`config.mk`:
```
export PLATFORM = sky130hd
export DESIGN_NAME = csb_queue
export DESIGN_NICKNAME = d
export VERILOG_FILES = /design/src/hw/rtl/csb_pkg.sv /design/src/hw/rtl/csb_queue.sv
export SDC_FILE = /design/constraint.sdc
export NUM_CORES = 1
export LEC_CHECK = 0
export BUFFER_PORTS_ARGS = -buffer_cell sky130_fd_sc_hd__buf_2
export CAP_MARGIN = 10
export CORE_ASPECT_RATIO = 0.9
export CORE_MARGIN = 1.5
export CORE_UTILIZATION = 61
export DETAILED_ROUTE_END_ITERATION = 10
export PLACE_DENSITY_LB_ADDON = 0.12
export SYNTH_ARGS = -nofsm -noshare
export SYNTH_HDL_FRONTEND = slang
export SYNTH_SLANG_ARGS = --single-unit
```
`constraint.sdc`:
```
create_clock -name clk -period 6.84 [get_ports clk]
set_input_delay 0.684 -clock clk [delete_from_list [all_inputs] [get_ports clk]]
set_output_delay 0.684 -clock clk [all_outputs]
set_load 0.01 [all_outputs]
```
`src/hw/rtl/csb_pkg.sv`:
```
`timescale 1ns / 1ps
// Shared types and constants of the cross stencil blur unit.
// No dependencies; csb_front, csb_queue, csb_back and the top level import it.
package csb_pkg;

	// colour of one pixel, red in the upper byte
	typedef struct packed {
		logic [7:0] red;
		logic [7:0] green;
		logic [7:0] blue;
	} csb_rgb_t;

	// configuration register indexes
	typedef enum logic [0:0] {
		REG_FRAME_WIDTH  = 1'b0,
		REG_FRAME_HEIGHT = 1'b1
	} csb_reg_idx_t;

	localparam int CFG_IDX_W  = 1;
	localparam int CFG_DATA_W = 8;
	localparam logic [CFG_DATA_W-1:0] SIZE_RESET = 8'd128;
	localparam int MIN_SIZE = 3;

	// sum of five 8-bit samples
	localparam int SUM_W = 11;
	// floor(s / 5) == (s * 6554) >> 15 for every s below 16384
	localparam int BLUR_RECIP = 6554;
	localparam int BLUR_SHIFT = 15;
	localparam int PROD_W = 24;

	// queue between front and back
	localparam int QUEUE_DEPTH = 4;
	localparam int QAW = 2;
	localparam int QCW = 3;

	localparam int POS_W = 7;

	// one resolved stencil: channel sums plus what the results need
	typedef struct packed {
		logic [SUM_W-1:0] sum_red;
		logic [SUM_W-1:0] sum_green;
		logic [SUM_W-1:0] sum_blue;
		csb_rgb_t center;
		csb_rgb_t pixel;
		logic [POS_W-1:0] mid_row;
		logic [POS_W-1:0] last_row;
		logic [POS_W-1:0] col;
		logic has_mid;
		logic border;
		logic has_last;
	} csb_entry_t;

	// divide a channel sum by five
	function automatic logic [7:0] csb_div5(input logic [SUM_W-1:0] s);
		logic [PROD_W-1:0] p;
		p = PROD_W'(s) * PROD_W'(BLUR_RECIP);
		return p[BLUR_SHIFT+7:BLUR_SHIFT];
	endfunction

endpackage

```
`src/hw/rtl/csb_queue.sv`:
```
`timescale 1ns / 1ps
// Short queue of resolved stencils between the front and the back.
// Depends on csb_pkg.
module csb_queue
	import csb_pkg::*;
(
	input  logic clk,
	input  logic arst_n,
	input  logic push,
	input  csb_entry_t push_entry,
	input  logic pop,
	output logic head_valid,
	output csb_entry_t head,
	output logic [QCW-1:0] count
);

	csb_entry_t slot_q [QUEUE_DEPTH];
	logic [QAW-1:0] wr_q, rd_q;
	logic [QCW-1:0] count_q;

	assign head_valid = count_q != '0;
	assign head = slot_q[rd_q];
	assign count = count_q;

	// hold entries
	always_ff @(posedge clk) begin
		if (push) begin
			slot_q[wr_q] <= push_entry;
		end
	end

	// advance pointers and fill count
	always_ff @(posedge clk or negedge arst_n) begin
		if (!arst_n) begin
			wr_q <= '0;
			rd_q <= '0;
			count_q <= '0;
		end else begin
			if (push) begin
				wr_q <= wr_q + QAW'(1);
			end
			if (pop) begin
				rd_q <= rd_q + QAW'(1);
			end
			count_q <= count_q + QCW'(push) - QCW'(pop);
		end
	end

endmodule

```
==> results.cfg <==
[placed_design]
pre_cts_slack_ns = 3.79
dpl.hpwl_microns = 16400
port_buffers = 217
dp.cells = 1123
gp_congestion = 0.752

[cells_and_area]
syn2layout_area_growth_pct = 17.2
fill_cells = 1511
nNetsFinal = 941
drive_above_1_share_pct = 45.7
fin_util_pct = 72.6
final_cell_count_no_fill = 1200

[sta]
tightestPinTransition_ns = 1.16
finalCritPeriodShare_pct = 52.0
timing.fmax_mhz = 281
setup_viol = 0
whs_ns = 0.364
rsz0062_at_grt = no
relSlewSlack_pct = 22.8
layout_setup_ws_ns = 3.28
setup_tns_ns = 0
min_period_ns = 3.56
finalClockSkew_ns = 0.0164
drv_slew = 0
hold_viol = 0

[detailed_routing]
drc = 0
wl_per_cell_microns = 23.4
drt-total-wl_microns = 28000
drtIter0Drc = 589
final_antenna_net_count = 0
num_vias = 6891
vias_per_cell = 5.74
first_pass_iters = 5

[synth]
synth_edf_count = 420
yosys.area.top_type = edfxtp_1
syn_area_per_cell_sq_um = 26.6
synth.most_common_cell = edfxtp_1
yosysSeqAreaShare_pct = 82.5
synth_top_area_share_pct = 81.3
ys_async_sr_fraction_pct = 1.64
ys.flop_type = edfxtp_1
synthSimpleGateAreaFrac_pct = 0.250
synth_top_family_by_area = multiplexers
yosysWarnings = 0
syn_nets = 698
yosys.area_share.adder_pct = 0.613
synth_area_sq_um = 15500
ys_ff_latch = 427
synthMuxAreaShare_pct = 15.2
ys_top_cells_by_count = edfxtp_1 (420), mux4_2 (105), buf_2 (13)
synth.distinct_cells = 17
synth_compound_area_share_pct = 0.0323
synthCells = 582
ys_top_cells_by_area = edfxtp_1 (81%), mux4_2 (15%), dfrtp_1 (1.1%)
synth_xor_area_share_pct = 0.282

[setup_path]
timing.critical_path.required_ns = 6.16
reg2reg_depth = 4
crit_slowest_cell = buf_4
arrival_ns = 2.88
endpoint_kind = primary output
crit_fanout = 77
path_cells = buf_4, mux4_2, buf_2
cp_slowest_stage_delay_ns = 0.90
setup.worst_path.start_class = flop
critPathKind = flop to primary output

[clock_network]
cts-htree-levels = 2
cts_tree = yes
clock_sinks = 427
clk_pin_slew_worst_paths_ns = 0.06
clock_path_buffers = 3
cts.root.buffer_cell = clkbuf_16
clkLatencyLatePin_ns = 0.52
cts_made_buffers = 41
cts_setup_buffers = 0

[min_path]
hold_path.class = input pin to flop
whs_path_depth = 2

[grt]
grt_use_total_pct = 21.9
grt-ovfl-total = 0
antenna_found_initial = 5
grt_max_degree = 82
grt_pass1_vias = 7507
grt_pass1_wl_microns = 42600

[die]
die_area_sq_um = 26400
num_rows = 55
core_area_sq_um = 25000
design.portCount = 218
die_width_microns = 171
initial_utilization_pct = 61.9
die_height_microns = 154

[run_status]
status = finished, final reports clean

[pwr]
leakage_nw = 6.23
pwr_density_cell_nw_per_um2 = 429
ir_drop_uv = 287

[flow_run]
maxCapViolations = 0
==> per-stage QoR <==
step / total power, mW / instance area, sq um
3_5_place_dp: 5.87 / 16900
6_report: 7.81 / 18200
5_1_grt: 8.17 / 18200
2_1_floorplan: 5.09 / 15500
4_1_cts: 7.91 / 18200
3_3_place_gp: 5.82 / 16900
==> cell type report <==
type                       count  area [sq um]  area share (%)
timing repair buffer         224          1150            6.35
clock inverter                24           115           0.633
clock buffer                  49          1100            6.04
antenna                        3          7.51          0.0413
inverter                       6          22.5           0.124
sequential                   427         12800            70.4
tap                          342           428            2.35
multi-input combinational    125          2560            14.1
==> per-layer routing <==
layer  vias up  GRT usage [%]  wire [microns]
li1       3004              -               -
met1      3609           29.3           11100
met2       228           36.7           14500
met3        46           5.63            1960
met4         4           5.64             468
met5         -              0              29
==> worst max-delay path: cells and delay by family, from the launching register on <==
kind | cells | cell delay (ns)
buf+inv | 2 | 1.07
flops | 1 | 0.70
mux | 1 | 0.47
==> registers in the layout (all words and copies together), names as in the netlist <==
| signal | cells |
|---|---|
| wr_q | 2 |
| slot_q | 420 |
| count | 3 |
| rd_q | 2 |
==> path summary, 6_finish.rpt <==
path                            startpoint       endpoint  slack [ns]
max in group asynchronous           arst_n        rd_q[1]        6.10
worst min register to register     wr_q[0]        wr_q[0]        0.57
worst min-delay path                   pop        rd_q[0]        0.36
worst max register to register     wr_q[0]  slot_q[0][78]        4.22
worst max-delay path               rd_q[1]       head[69]        3.28
min in group asynchronous           arst_n        wr_q[0]        0.55
==> where the power goes <==
group / total [mW] / internal [mW] / switching (mW) / leakage [nW]
Clock: 2.03 / 1.14 / 0.888 / 0.609
Sequential: 3.62 / 3.43 / 0.193 / 3.94
Combinational: 2.15 / 0.999 / 1.15 / 1.68
==> cell usage in the layout, fill, tap and decap left out, drive strengths merged, types with 3 or more instances in the layout <==
master and instances:
and2 4, ha 6, clkbuf 49, buf 223
inv 8, clkinv 22, mux4 105, dfrtp 7
edfxtp 420, xnor2 3, diode 3
==> repair_timing <==
item                                    in CTS  in global routing
hold buffers                                 1                  0
gates resized for setup                      0                  0
endpoints found under the setup margin       0                  0
hold endpoints to repair                     7                  0
==> kinds of logic (layout without fill, tap and decap cells) <==
logic type                 count (synthesis)  in the layout
and+or+nand+nor                            7              7
xor gates and xnor gates                   5              5
adders and majority gates                  7              7
DFF                                      427            427
muxes                                    105            105
buffers and inverters                     30            303
AOI/OAI and AO/OA                          1              1
other                                      0              3
Power figures use the tool's default switching activity.
