<file path="config.mk">
export PLATFORM = sky130hd
export DESIGN_NAME = csb_back_flat
export DESIGN_NICKNAME = d
export VERILOG_FILES = /design/src/hw/rtl/csb_pkg.sv /design/src/hw/rtl/csb_res_if.sv /design/src/hw/rtl/csb_back.sv /design/src/flat_wrapper.sv
export SDC_FILE = /design/constraint.sdc
export NUM_CORES = 1
export LEC_CHECK = 0
export ABC_AREA = 0
export BUFFER_PORTS_ARGS = -buffer_cell sky130_fd_sc_hd__buf_2
export CAP_MARGIN = 0
export CORE_ASPECT_RATIO = 0.75
export CORE_UTILIZATION = 40
export DETAILED_ROUTE_END_ITERATION = 6
export PLACE_DENSITY = 0.7
export SYNTH_ARGS = -nofsm -noshare
export SYNTH_HDL_FRONTEND = slang
export SYNTH_SLANG_ARGS = --single-unit
export TNS_END_PERCENT = 30
</file>
<file path="constraint.sdc">
create_clock -name clk -period 1.8 [get_ports clk]
set_input_delay 0 -clock clk [delete_from_list [all_inputs] [get_ports clk]]
set_output_delay 0 -clock clk [all_outputs]
set_load 0.01 [all_outputs]
</file>
<file path="src/hw/rtl/csb_pkg.sv">
`timescale 1ns / 1ps
// Shared types and constants of the cross stencil blur unit.
// No dependencies; csb_front, csb_queue, csb_back and the top level import it.
package csb_pkg;

	// colour of one pixel, red in the upper byte
	typedef struct packed {
		logic [7:0] red;
		logic [7:0] green;
		logic [7:0] blue;
	} csb_rgb_t;

	// configuration register indexes
	typedef enum logic [0:0] {
		REG_FRAME_WIDTH  = 1'b0,
		REG_FRAME_HEIGHT = 1'b1
	} csb_reg_idx_t;

	localparam int CFG_IDX_W  = 1;
	localparam int CFG_DATA_W = 8;
	localparam logic [CFG_DATA_W-1:0] SIZE_RESET = 8'd128;
	localparam int MIN_SIZE = 3;

	// sum of five 8-bit samples
	localparam int SUM_W = 11;
	// floor(s / 5) == (s * 6554) >> 15 for every s below 16384
	localparam int BLUR_RECIP = 6554;
	localparam int BLUR_SHIFT = 15;
	localparam int PROD_W = 24;

	// queue between front and back
	localparam int QUEUE_DEPTH = 4;
	localparam int QAW = 2;
	localparam int QCW = 3;

	localparam int POS_W = 7;

	// one resolved stencil: channel sums plus what the results need
	typedef struct packed {
		logic [SUM_W-1:0] sum_red;
		logic [SUM_W-1:0] sum_green;
		logic [SUM_W-1:0] sum_blue;
		csb_rgb_t center;
		csb_rgb_t pixel;
		logic [POS_W-1:0] mid_row;
		logic [POS_W-1:0] last_row;
		logic [POS_W-1:0] col;
		logic has_mid;
		logic border;
		logic has_last;
	} csb_entry_t;

	// divide a channel sum by five
	function automatic logic [7:0] csb_div5(input logic [SUM_W-1:0] s);
		logic [PROD_W-1:0] p;
		p = PROD_W'(s) * PROD_W'(BLUR_RECIP);
		return p[BLUR_SHIFT+7:BLUR_SHIFT];
	endfunction

endpackage

</file>
<file path="src/hw/rtl/csb_res_if.sv">
`timescale 1ns / 1ps
// Result output channel: valid/ready handshake with colour and position.
// Depends on nothing.
interface csb_res_if;
	logic valid;
	logic ready;
	logic [7:0] out_red;
	logic [7:0] out_green;
	logic [7:0] out_blue;
	logic [6:0] out_row;
	logic [6:0] out_col;
	logic run_last;

	modport source(output valid, out_red, out_green, out_blue, out_row, out_col, run_last,
		input ready);
	modport sink(input valid, out_red, out_green, out_blue, out_row, out_col, run_last,
		output ready);
endinterface

</file>
<file path="src/hw/rtl/csb_back.sv">
`timescale 1ns / 1ps
// Back of the blur unit: divide by five, pick pass-through, sequence results.
// Depends on csb_pkg and csb_res_if.
module csb_back
	import csb_pkg::*;
(
	input  logic clk,
	input  logic arst_n,
	input  logic head_valid,
	input  csb_entry_t head,
	output logic pop,
	csb_res_if.source res
);

	logic phase_q;
	logic out_valid_q;
	csb_rgb_t out_px_q;
	logic [POS_W-1:0] out_row_q, out_col_q;
	logic out_last_q;

	logic load, mid_sel, final_res;
	csb_rgb_t blur_px, next_px;
	logic [POS_W-1:0] next_row;
	logic next_last;

	// pick the result to load next
	always_comb begin
		load = head_valid && (!out_valid_q || res.ready);
		mid_sel = head.has_mid && !phase_q;
		final_res = !(mid_sel && head.has_last);
		pop = load && final_res;

		blur_px.red = csb_div5(head.sum_red);
		blur_px.green = csb_div5(head.sum_green);
		blur_px.blue = csb_div5(head.sum_blue);

		if (mid_sel) begin
			next_px = head.border ? head.center : blur_px;
			next_row = head.mid_row;
			next_last = !head.has_last;
		end else begin
			next_px = head.pixel;
			next_row = head.last_row;
			next_last = 1'b1;
		end
	end

	// track the second result of a last-row word, hold the output word
	always_ff @(posedge clk or negedge arst_n) begin
		if (!arst_n) begin
			phase_q <= 1'b0;
			out_valid_q <= 1'b0;
		end else begin
			if (load) begin
				phase_q <= !final_res;
				out_valid_q <= 1'b1;
			end else if (res.ready) begin
				out_valid_q <= 1'b0;
			end
		end
	end

	always_ff @(posedge clk) begin
		if (load) begin
			out_px_q <= next_px;
			out_row_q <= next_row;
			out_col_q <= head.col;
			out_last_q <= next_last;
		end
	end

	assign res.valid = out_valid_q;
	assign res.out_red = out_px_q.red;
	assign res.out_green = out_px_q.green;
	assign res.out_blue = out_px_q.blue;
	assign res.out_row = out_row_q;
	assign res.out_col = out_col_q;
	assign res.run_last = out_last_q;

endmodule

</file>
<file path="src/flat_wrapper.sv">
// flat-port wrapper written by rule: the top's interface ports become plain ports
module csb_back_flat import csb_pkg::*;
  (clk, arst_n, head_valid, head, pop, res_valid, res_out_red, res_out_green, res_out_blue, res_out_row, res_out_col, res_run_last, res_ready);
  csb_res_if res_i ();
  input  logic clk;
  input  logic arst_n;
  input  logic head_valid;
  input  csb_entry_t head;
  output logic pop;
  output wire logic [$bits(res_i.valid)-1:0] res_valid;
  output wire logic [$bits(res_i.out_red)-1:0] res_out_red;
  output wire logic [$bits(res_i.out_green)-1:0] res_out_green;
  output wire logic [$bits(res_i.out_blue)-1:0] res_out_blue;
  output wire logic [$bits(res_i.out_row)-1:0] res_out_row;
  output wire logic [$bits(res_i.out_col)-1:0] res_out_col;
  output wire logic [$bits(res_i.run_last)-1:0] res_run_last;
  input wire logic [$bits(res_i.ready)-1:0] res_ready;
  assign res_valid = res_i.valid;
  assign res_out_red = res_i.out_red;
  assign res_out_green = res_i.out_green;
  assign res_out_blue = res_i.out_blue;
  assign res_out_row = res_i.out_row;
  assign res_out_col = res_i.out_col;
  assign res_run_last = res_i.run_last;
  assign res_i.ready = res_ready;
  csb_back u_core (.clk(clk), .arst_n(arst_n), .head_valid(head_valid), .head(head), .pop(pop), .res(res_i));
endmodule
</file>
==> results.sh, run 1 <==
export IMPL_seq_area_frac_synth_pct=14.8
export IMPL_io_buffers=149
export IMPL_synth_cell_types=54
export IMPL_gp_routability_congestion=0.913
export IMPL_timing_final_hold_violations=0
export IMPL_finalMaxSlewViolations=0
export IMPL_finalWorstSetupSlack_ps=-2190
export IMPL_rsz0062_at_grt="yes"
export IMPL_cts_buffers=5
export IMPL_drc=0
export IMPL_place_area_mm2=0.0108
export IMPL_crit_reg2reg_launch="u_core.phase_q"
export IMPL_m1WireLength_mm=10.6
export IMPL_synth_top_cell_area_share_pct=28.7
export IMPL_drt_total_wl_mm=23.5
export IMPL_final_design_area_no_fill_mm2=0.0119
export IMPL_synth_seq_cells=41
export IMPL_violations_in_the_final_reports="negative setup slack"
export IMPL_track_usage_pct=22.8
export IMPL_post_route_cells_drive_above_1_share_pct=37.5
export IMPL_postSynthCellCount=872
export IMPL_slew_headroom_pct=63.1
export IMPL_synth_cell_area_mm2=0.00823
export IMPL_worstRegToRegCells=6
export IMPL_clock_tree_buffer_depth=2
export IMPL_floorplan_initialDensity_pct=40.7
export IMPL_root_buffer="clkbuf_16"
export IMPL_design_die_area_mm2=0.0212
export IMPL_timing_final_crit_share_pct=222
export IMPL_detailroute_wirelength_met2_mm=11.4
export IMPL_finalNetCount=1610
export IMPL_share_of_flip_flops_with_an_asynchronous_set_or_reset_pct=4.88
export IMPL_max_cap_violations=0
export IMPL_flow_area_growth_from_synthesis_pct=44.3
export IMPL_hold_path_endpoint="u_core.res.out_row[4]"
export IMPL_grt_pass1_wl_mm=38.3
export IMPL_yosysWarningCount=0
export IMPL_detailed_place_hpwl_mm=19.3
export IMPL_clock_tree_htree_level_count=2
export IMPL_number_of_global_route_vias_before_repair=7843
export IMPL_highest_signal_layer="met4"
export IMPL_grt_max_degree=40
export IMPL_core_area_mm2=0.0202
export IMPL_worst_clock_skew_ps=5.51
export IMPL_clk_insertion_delay_late_ps=290
export IMPL_synth_area_top_cells="ha_1 29%, fa_1 23%, edfxtp_1 14%"
export IMPL_setup_worst_path_class="in2reg"
export IMPL_worst_r2r_endpoint="u_core.res.out_red[7]"
export IMPL_arrival_ps=4030
export IMPL_outcome="finished, violations left"
export IMPL_detail_route_iter0_violations=362
export IMPL_postRouteAntennaNets=0
export IMPL_hold_class="in2reg"
export IMPL_die_height_um=126
export IMPL_gr_total_overflow=0
export IMPL_regToRegSetupSlack_ps=100
export IMPL_num_io_pins=150
export IMPL_drt_via_density=4.99
export IMPL_peakVddDrop_mv=0.653
export IMPL_holdPathStages=3
export IMPL_setup_total_negative_slack_ps=-48130
export IMPL_synth_edff_count=39
export IMPL_cts_num_sinks=41
export IMPL_worst_setup_hold_path_clk_slew_ps=70
export IMPL_synth_ff_type="edfxtp_1"
export IMPL_cp_required_ps=1840
export IMPL_die_width_um=168
export IMPL_route_vias_total=7378
export IMPL_wl_per_cell_um=15.9
export IMPL_n_fill_cell=1652
export IMPL_hold_start="head[14]"
export IMPL_fmax_mhz=251
export IMPL_end_kind="register"
export IMPL_drt_pass1_iter_count=6
export IMPL_crit_path_max_fanout=4
export IMPL_tritoncts="built"
export IMPL_postSynthNetCount=1263
export IMPL_mostFrequentLayoutCell="inv_1"
export IMPL_setup_viol=24
export IMPL_final_min_clock_period_ps=3990
export IMPL_layout_cells_most_common_list="182 x inv_1, 179 x buf_4, 154 x ha_1"
export IMPL_power_per_cell_area_mw_per_mm2=1250
export IMPL_syn_avg_cell_area_um2=9.44
export IMPL_tightestPinTransition_ps=547
export IMPL_grt_antenna_before_repair=1
export IMPL_route_met3_wl_um=849
export IMPL_leakage_nw=6.14
export IMPL_row_count=45
export IMPL_cp_start_kind="input port"
export IMPL_netlist_top_cell_by_area="ha_1"
layout make-up:
| cell class | count | area [um2] | share of cell area (%) |
|---|---|---|---|
| Antenna cell | 1 | 2.50 | 0.0211 |
| Clock buffer | 5 | 125 | 1.05 |
| Clock inverter | 3 | 46.3 | 0.390 |
| Inverter | 207 | 792 | 6.67 |
| Multi-Input combinational cell | 609 | 6920 | 58.3 |
| Sequential cell | 41 | 1220 | 10.3 |
| Tap cell | 258 | 323 | 2.72 |
| Timing Repair Buffer | 355 | 2450 | 20.6 |
per-layer routing:
layer  up-vias  global-route usage (%)
met1      3522                    29.9
met3        43                    1.70
met4         0                    6.48
met2       183                    40.4
li1       3630                       -
met5         -                       0
how the worst max path moves through the flow:
stage	start	endpoint	slack, ps	cells past startpoint
after floorplan	head[81]	u_core.res.out_blue[7]	-2090	15
after global placement	head[88]	u_core.res.out_green[3]	-2570	15
after detailed placement	head[88]	u_core.res.out_green[3]	-2580	15
after CTS	head[78]	u_core.res.out_blue[3]	-2160	18
after global routing	head[77]	u_core.res.out_blue[3]	-2340	18
final	head[78]	u_core.res.out_blue[3]	-2190	18
critical path, stage by stage:
cell and delay (ps):
buf_8 110, ha_4 240, ha_4 260, inv_2 30
fa_1 520, inv_1 60, fa_1 490, inv_2 40
fa_1 510, inv_2 50, ha_4 260, and4b_1 220
or3b_4 410, a211oi_2 210, a2111o_1 220, buf_6 130
mux2i_1 190, nand3_1 90
kinds of logic (layout without fill, tap and decap cells):
kind of cell | Yosys count | after routing | share of synthesized area (%)
other cells | 0 | 1 | 0
simple gates | 168 | 168 | 10.3
fa+ha+maj | 282 | 282 | 51.4
flops | 41 | 41 | 14.8
compound gates | 134 | 134 | 10.5
xor+xnor | 16 | 16 | 1.70
mux | 9 | 9 | 1.11
buf+inv | 222 | 570 | 10.1
synthesized netlist by cell type (2+ instances only):
library cell  number
inv_1            207
ha_1             189
fa_1              93
nand2_1           54
a21oi_1           47
edfxtp_1          39
nor2_1            25
nand3_1           19
o21ai_0           17
nor3_1            16
clkbuf_1          14
and3_1            13
xnor2_1           12
a21o_1            11
nor3b_1            9
a31oi_1            8
mux2i_1            8
o21a_1             8
a211oi_1           7
nand2b_1           6
o211ai_1           6
nor2b_1            5
o31ai_1            5
o22ai_1            4
xor2_1             4
a2111oi_0          3
nand3b_1           3
nand4_1            3
o41ai_1            3
or3b_1             3
and2_1             2
and4_1             2
and4b_1            2
dfrtp_1            2
o21bai_1           2
o221ai_1           2
or2_2              2
metrics by stage:
step	cells	total power, W	setup WS (ps)	hold WS [ps]	util [%]
2_1_floorplan	872	0.00810	-2090	-296	-
3_3_place_gp	1433	0.0116	-2570	-197	53.6
3_5_place_dp	1433	0.0119	-2580	-197	53.6
4_1_cts	1475	0.0142	-2160	10.3	58.0
5_1_grt	1479	0.0162	-2340	27.7	58.7
6_report	1479	0.0148	-2190	22.1	58.7
report_power, final:
| part | leakage, nW | internal (W) | total [W] | switching (W) |
|---|---|---|---|---|
| clock | 0.0800 | 0.000657 | 0.00106 | 0.000405 |
| sequential | 0.396 | 0.00121 | 0.00125 | 0.0000364 |
| combinational | 5.66 | 0.00624 | 0.0125 | 0.00627 |
registers in the layout, summed over array words and instances, names as in the netlist:
| name | cells |
|---|---|
| u_core.phase_q | 1 |
| u_core.res.out_blue | 8 |
| u_core.res.out_col | 7 |
| u_core.res.out_green | 8 |
| u_core.res.out_red | 8 |
| u_core.res.out_row | 7 |
| u_core.res.run_last | 1 |
| u_core.res.valid | 1 |
what timing repair did:
item,CTS,global route
gates resized for setup,79,34
buffers inserted,10,3
setup endpoints to repair,24,24
hold endpoints to repair,21,0
pin swaps,41,24
hold buffers,25,0
(Power assumes the default switching activity.)
==> run 2: changes to the inputs <==
--- a/config.mk
+++ b/config.mk
@@ -8,10 +8,12 @@
 export ABC_AREA = 0
 export BUFFER_PORTS_ARGS = -buffer_cell sky130_fd_sc_hd__buf_2
 export CAP_MARGIN = 0
+export CELL_PAD_IN_SITES_DETAIL_PLACEMENT = 1
+export CELL_PAD_IN_SITES_GLOBAL_PLACEMENT = 1
 export CORE_ASPECT_RATIO = 0.75
 export CORE_UTILIZATION = 40
 export DETAILED_ROUTE_END_ITERATION = 6
-export PLACE_DENSITY = 0.7
+export PLACE_DENSITY = 0.86
 export SYNTH_ARGS = -nofsm -noshare
 export SYNTH_HDL_FRONTEND = slang
 export SYNTH_SLANG_ARGS = --single-unit
==> run 2 against run 1 <==
Net effect:
- the run still ends with negative setup slack left
- final cell count increased by 1.6%
- design area up 2.7%
- hold slack got worse by 3.3 ps
- register-to-register slack worse by 920 ps
- clock skew grew 4.9 ps
- fmax is 19% lower
- clock-buffer cell count did not move
- power rose by 28%
- sequential share of layout area down 0.27 points
- global-route usage grew 15 points
- critical endpoint is now u_core.res.out_blue[4]
- largest power group unchanged
- highest routed layer is now met5
==> results.sh, run 2 (same netlist as run 1, synthesis figures left out) <==
export IMPL_layout_cells_most_common_list="190 x buf_4, 177 x inv_1, 149 x ha_1"
export IMPL_ff_latch_area_mm2=0.00122
export IMPL_die_height_um=126
export IMPL_route_vias_total=9565
export IMPL_crit_path_max_fanout=5
export IMPL_n_fill_cell=2229
export IMPL_grt_antenna_before_repair=16
export IMPL_outcome="finished, violations left"
export IMPL_row_count=45
export IMPL_num_io_pins=150
export IMPL_hold_class="in2reg"
export IMPL_fmax_mhz=202
export IMPL_crit_reg2reg_launch="u_core.phase_q"
export IMPL_cp_required_ps=1840
export IMPL_design_die_area_mm2=0.0212
export IMPL_timing_final_crit_share_pct=275
export IMPL_leakage_nw=6.21
export IMPL_timing_final_hold_violations=0
export IMPL_core_area_mm2=0.0202
export IMPL_gp_routability_congestion=0.863
export IMPL_power_per_cell_area_mw_per_mm2=1560
export IMPL_worst_clock_skew_ps=10.4
export IMPL_holdPathStages=3
export IMPL_final_design_area_no_fill_mm2=0.0122
export IMPL_clock_tree_buffer_depth=2
export IMPL_hold_start="head[45]"
export IMPL_grt_pass1_wl_mm=59.3
export IMPL_gr_total_overflow=0
export IMPL_mostFrequentLayoutCell="buf_4"
export IMPL_cp_start_kind="input port"
export IMPL_floorplan_initialDensity_pct=40.7
export IMPL_cts_buffers=5
export IMPL_worst_setup_hold_path_clk_slew_ps=80
export IMPL_root_buffer="clkbuf_16"
export IMPL_placement_setup_worst_slack_ps=-2800
export IMPL_arrival_ps=4990
export IMPL_final_min_clock_period_ps=4950
export IMPL_drc=0
export IMPL_regToRegSetupSlack_ps=-820
export IMPL_setup_worst_path_class="in2reg"
export IMPL_multi_input_area_mm2=0.00705
export IMPL_drt_via_density=6.36
export IMPL_drt_total_wl_mm=49.4
export IMPL_wl_per_cell_um=32.9
export IMPL_detail_route_iter0_violations=1124
export IMPL_finalMaxSlewViolations=0
export IMPL_finished_core_util_pct=60.3
export IMPL_end_kind="register"
export IMPL_drt_pass1_iter_count=7
export IMPL_violations_in_the_final_reports="negative setup slack"
export IMPL_peakVddDrop_mv=0.792
export IMPL_detailed_place_hpwl_mm=25.6
export IMPL_clock_tree_htree_level_count=2
export IMPL_postRouteAntennaNets=0
export IMPL_clk_insertion_delay_late_ps=300
export IMPL_place_area_mm2=0.0109
export IMPL_cts_num_sinks=41
export IMPL_tightestPinTransition_ps=877
export IMPL_track_usage_pct=38.2
export IMPL_slew_headroom_pct=41.1
export IMPL_rsz0062_at_grt="yes"
export IMPL_grt_max_degree=22
export IMPL_die_width_um=168
export IMPL_io_buffers=149
export IMPL_worstRegToRegCells=6
export IMPL_finalWorstSetupSlack_ps=-3150
export IMPL_flow_area_growth_from_synthesis_pct=48.2
export IMPL_final_hold_worst_slack_ps=18.8
export IMPL_post_route_cells_drive_above_1_share_pct=40.0
export IMPL_finalNetCount=1622
export IMPL_max_cap_violations=0
export IMPL_hold_path_endpoint="u_core.res.out_red[5]"
export IMPL_setup_viol=24
export IMPL_number_of_global_route_vias_before_repair=9984
export IMPL_worst_r2r_endpoint="u_core.res.out_blue[4]"
export IMPL_setup_total_negative_slack_ps=-60440
export IMPL_tritoncts="built"
[run 2: cell count changes in the layout (fill, tap and decap cells not counted), moves of 3 or more]
cell           before  now
diode_2             1   13
inv_4               3    6
a21oi_4             0    5
buf_6               6   11
inv_1             182  177
a21oi_2            13    9
ha_2                1    4
dlygate4sd3_1      25   22
buf_4             179  190
ha_1              154  149
[run 2: area by class of cell]
class	count	area share (%)
clock inverters	3	0.565
clock buffers	5	1.03
flip-flops and latches	41	10.0
inverters	207	6.60
diodes	13	0.267
multi-input cells	609	57.9
repair buffers	367	21.0
well taps	258	2.65
[run 2: report_power, final]
part / leakage (nW) / internal (W) / switching (W)
combinational: 5.72 / 0.00707 / 0.00936
clock: 0.0945 / 0.000803 / 0.000464
sequential: 0.396 / 0.00121 / 0.0000735
[run 2: how the worst max path moves through the flow]
stage	start	end	slack [ps]	cells past startpoint
2_1_floorplan	head[81]	u_core.res.out_blue[7]	-2090	15
3_3_place_gp	head[92]	u_core.res.out_green[4]	-2580	17
3_5_place_dp	head[92]	u_core.res.out_green[3]	-2800	17
4_1_cts	head[78]	u_core.res.out_blue[4]	-2390	18
5_1_grt	head[78]	u_core.res.out_blue[4]	-3150	18
6_report	head[81]	u_core.res.out_blue[4]	-3150	18
[run 2: per-layer routing]
metal  share of wire [%]  track usage, %
met3                  13            12.4
met2                  43            67.5
met5                0.16               0
met4                  12            28.8
met1                  32            37.5
[run 2: critical path: stages]
cell and delay, ps:
buf_4 150, inv_8 40, ha_4 250, inv_2 40
fa_2 470, fa_1 830, inv_1 140, fa_2 400
fa_1 410, inv_1 260, ha_1 380, and3_4 230
nand2_2 140, a211oi_4 60, a2111o_1 510, buf_6 180
mux2i_2 340, nand2_1 130
[run 2: what timing repair did]
item / 4_1_cts / 5_1_grt
gates resized for setup: 73 / 81
endpoints found under the hold margin: 18 / 0
setup buffers: 8 / 12
hold buffers: 22 / 0
setup endpoints to repair: 24 / 25
pin swaps: 28 / 49
[run 2: through the flow]
stage	power [W]	cells
6_report	0.0190	1503
5_1_grt	0.0195	1496
2_1_floorplan	0.00810	872
3_3_place_gp	0.0117	1442
4_1_cts	0.0152	1479
3_5_place_dp	0.0127	1442
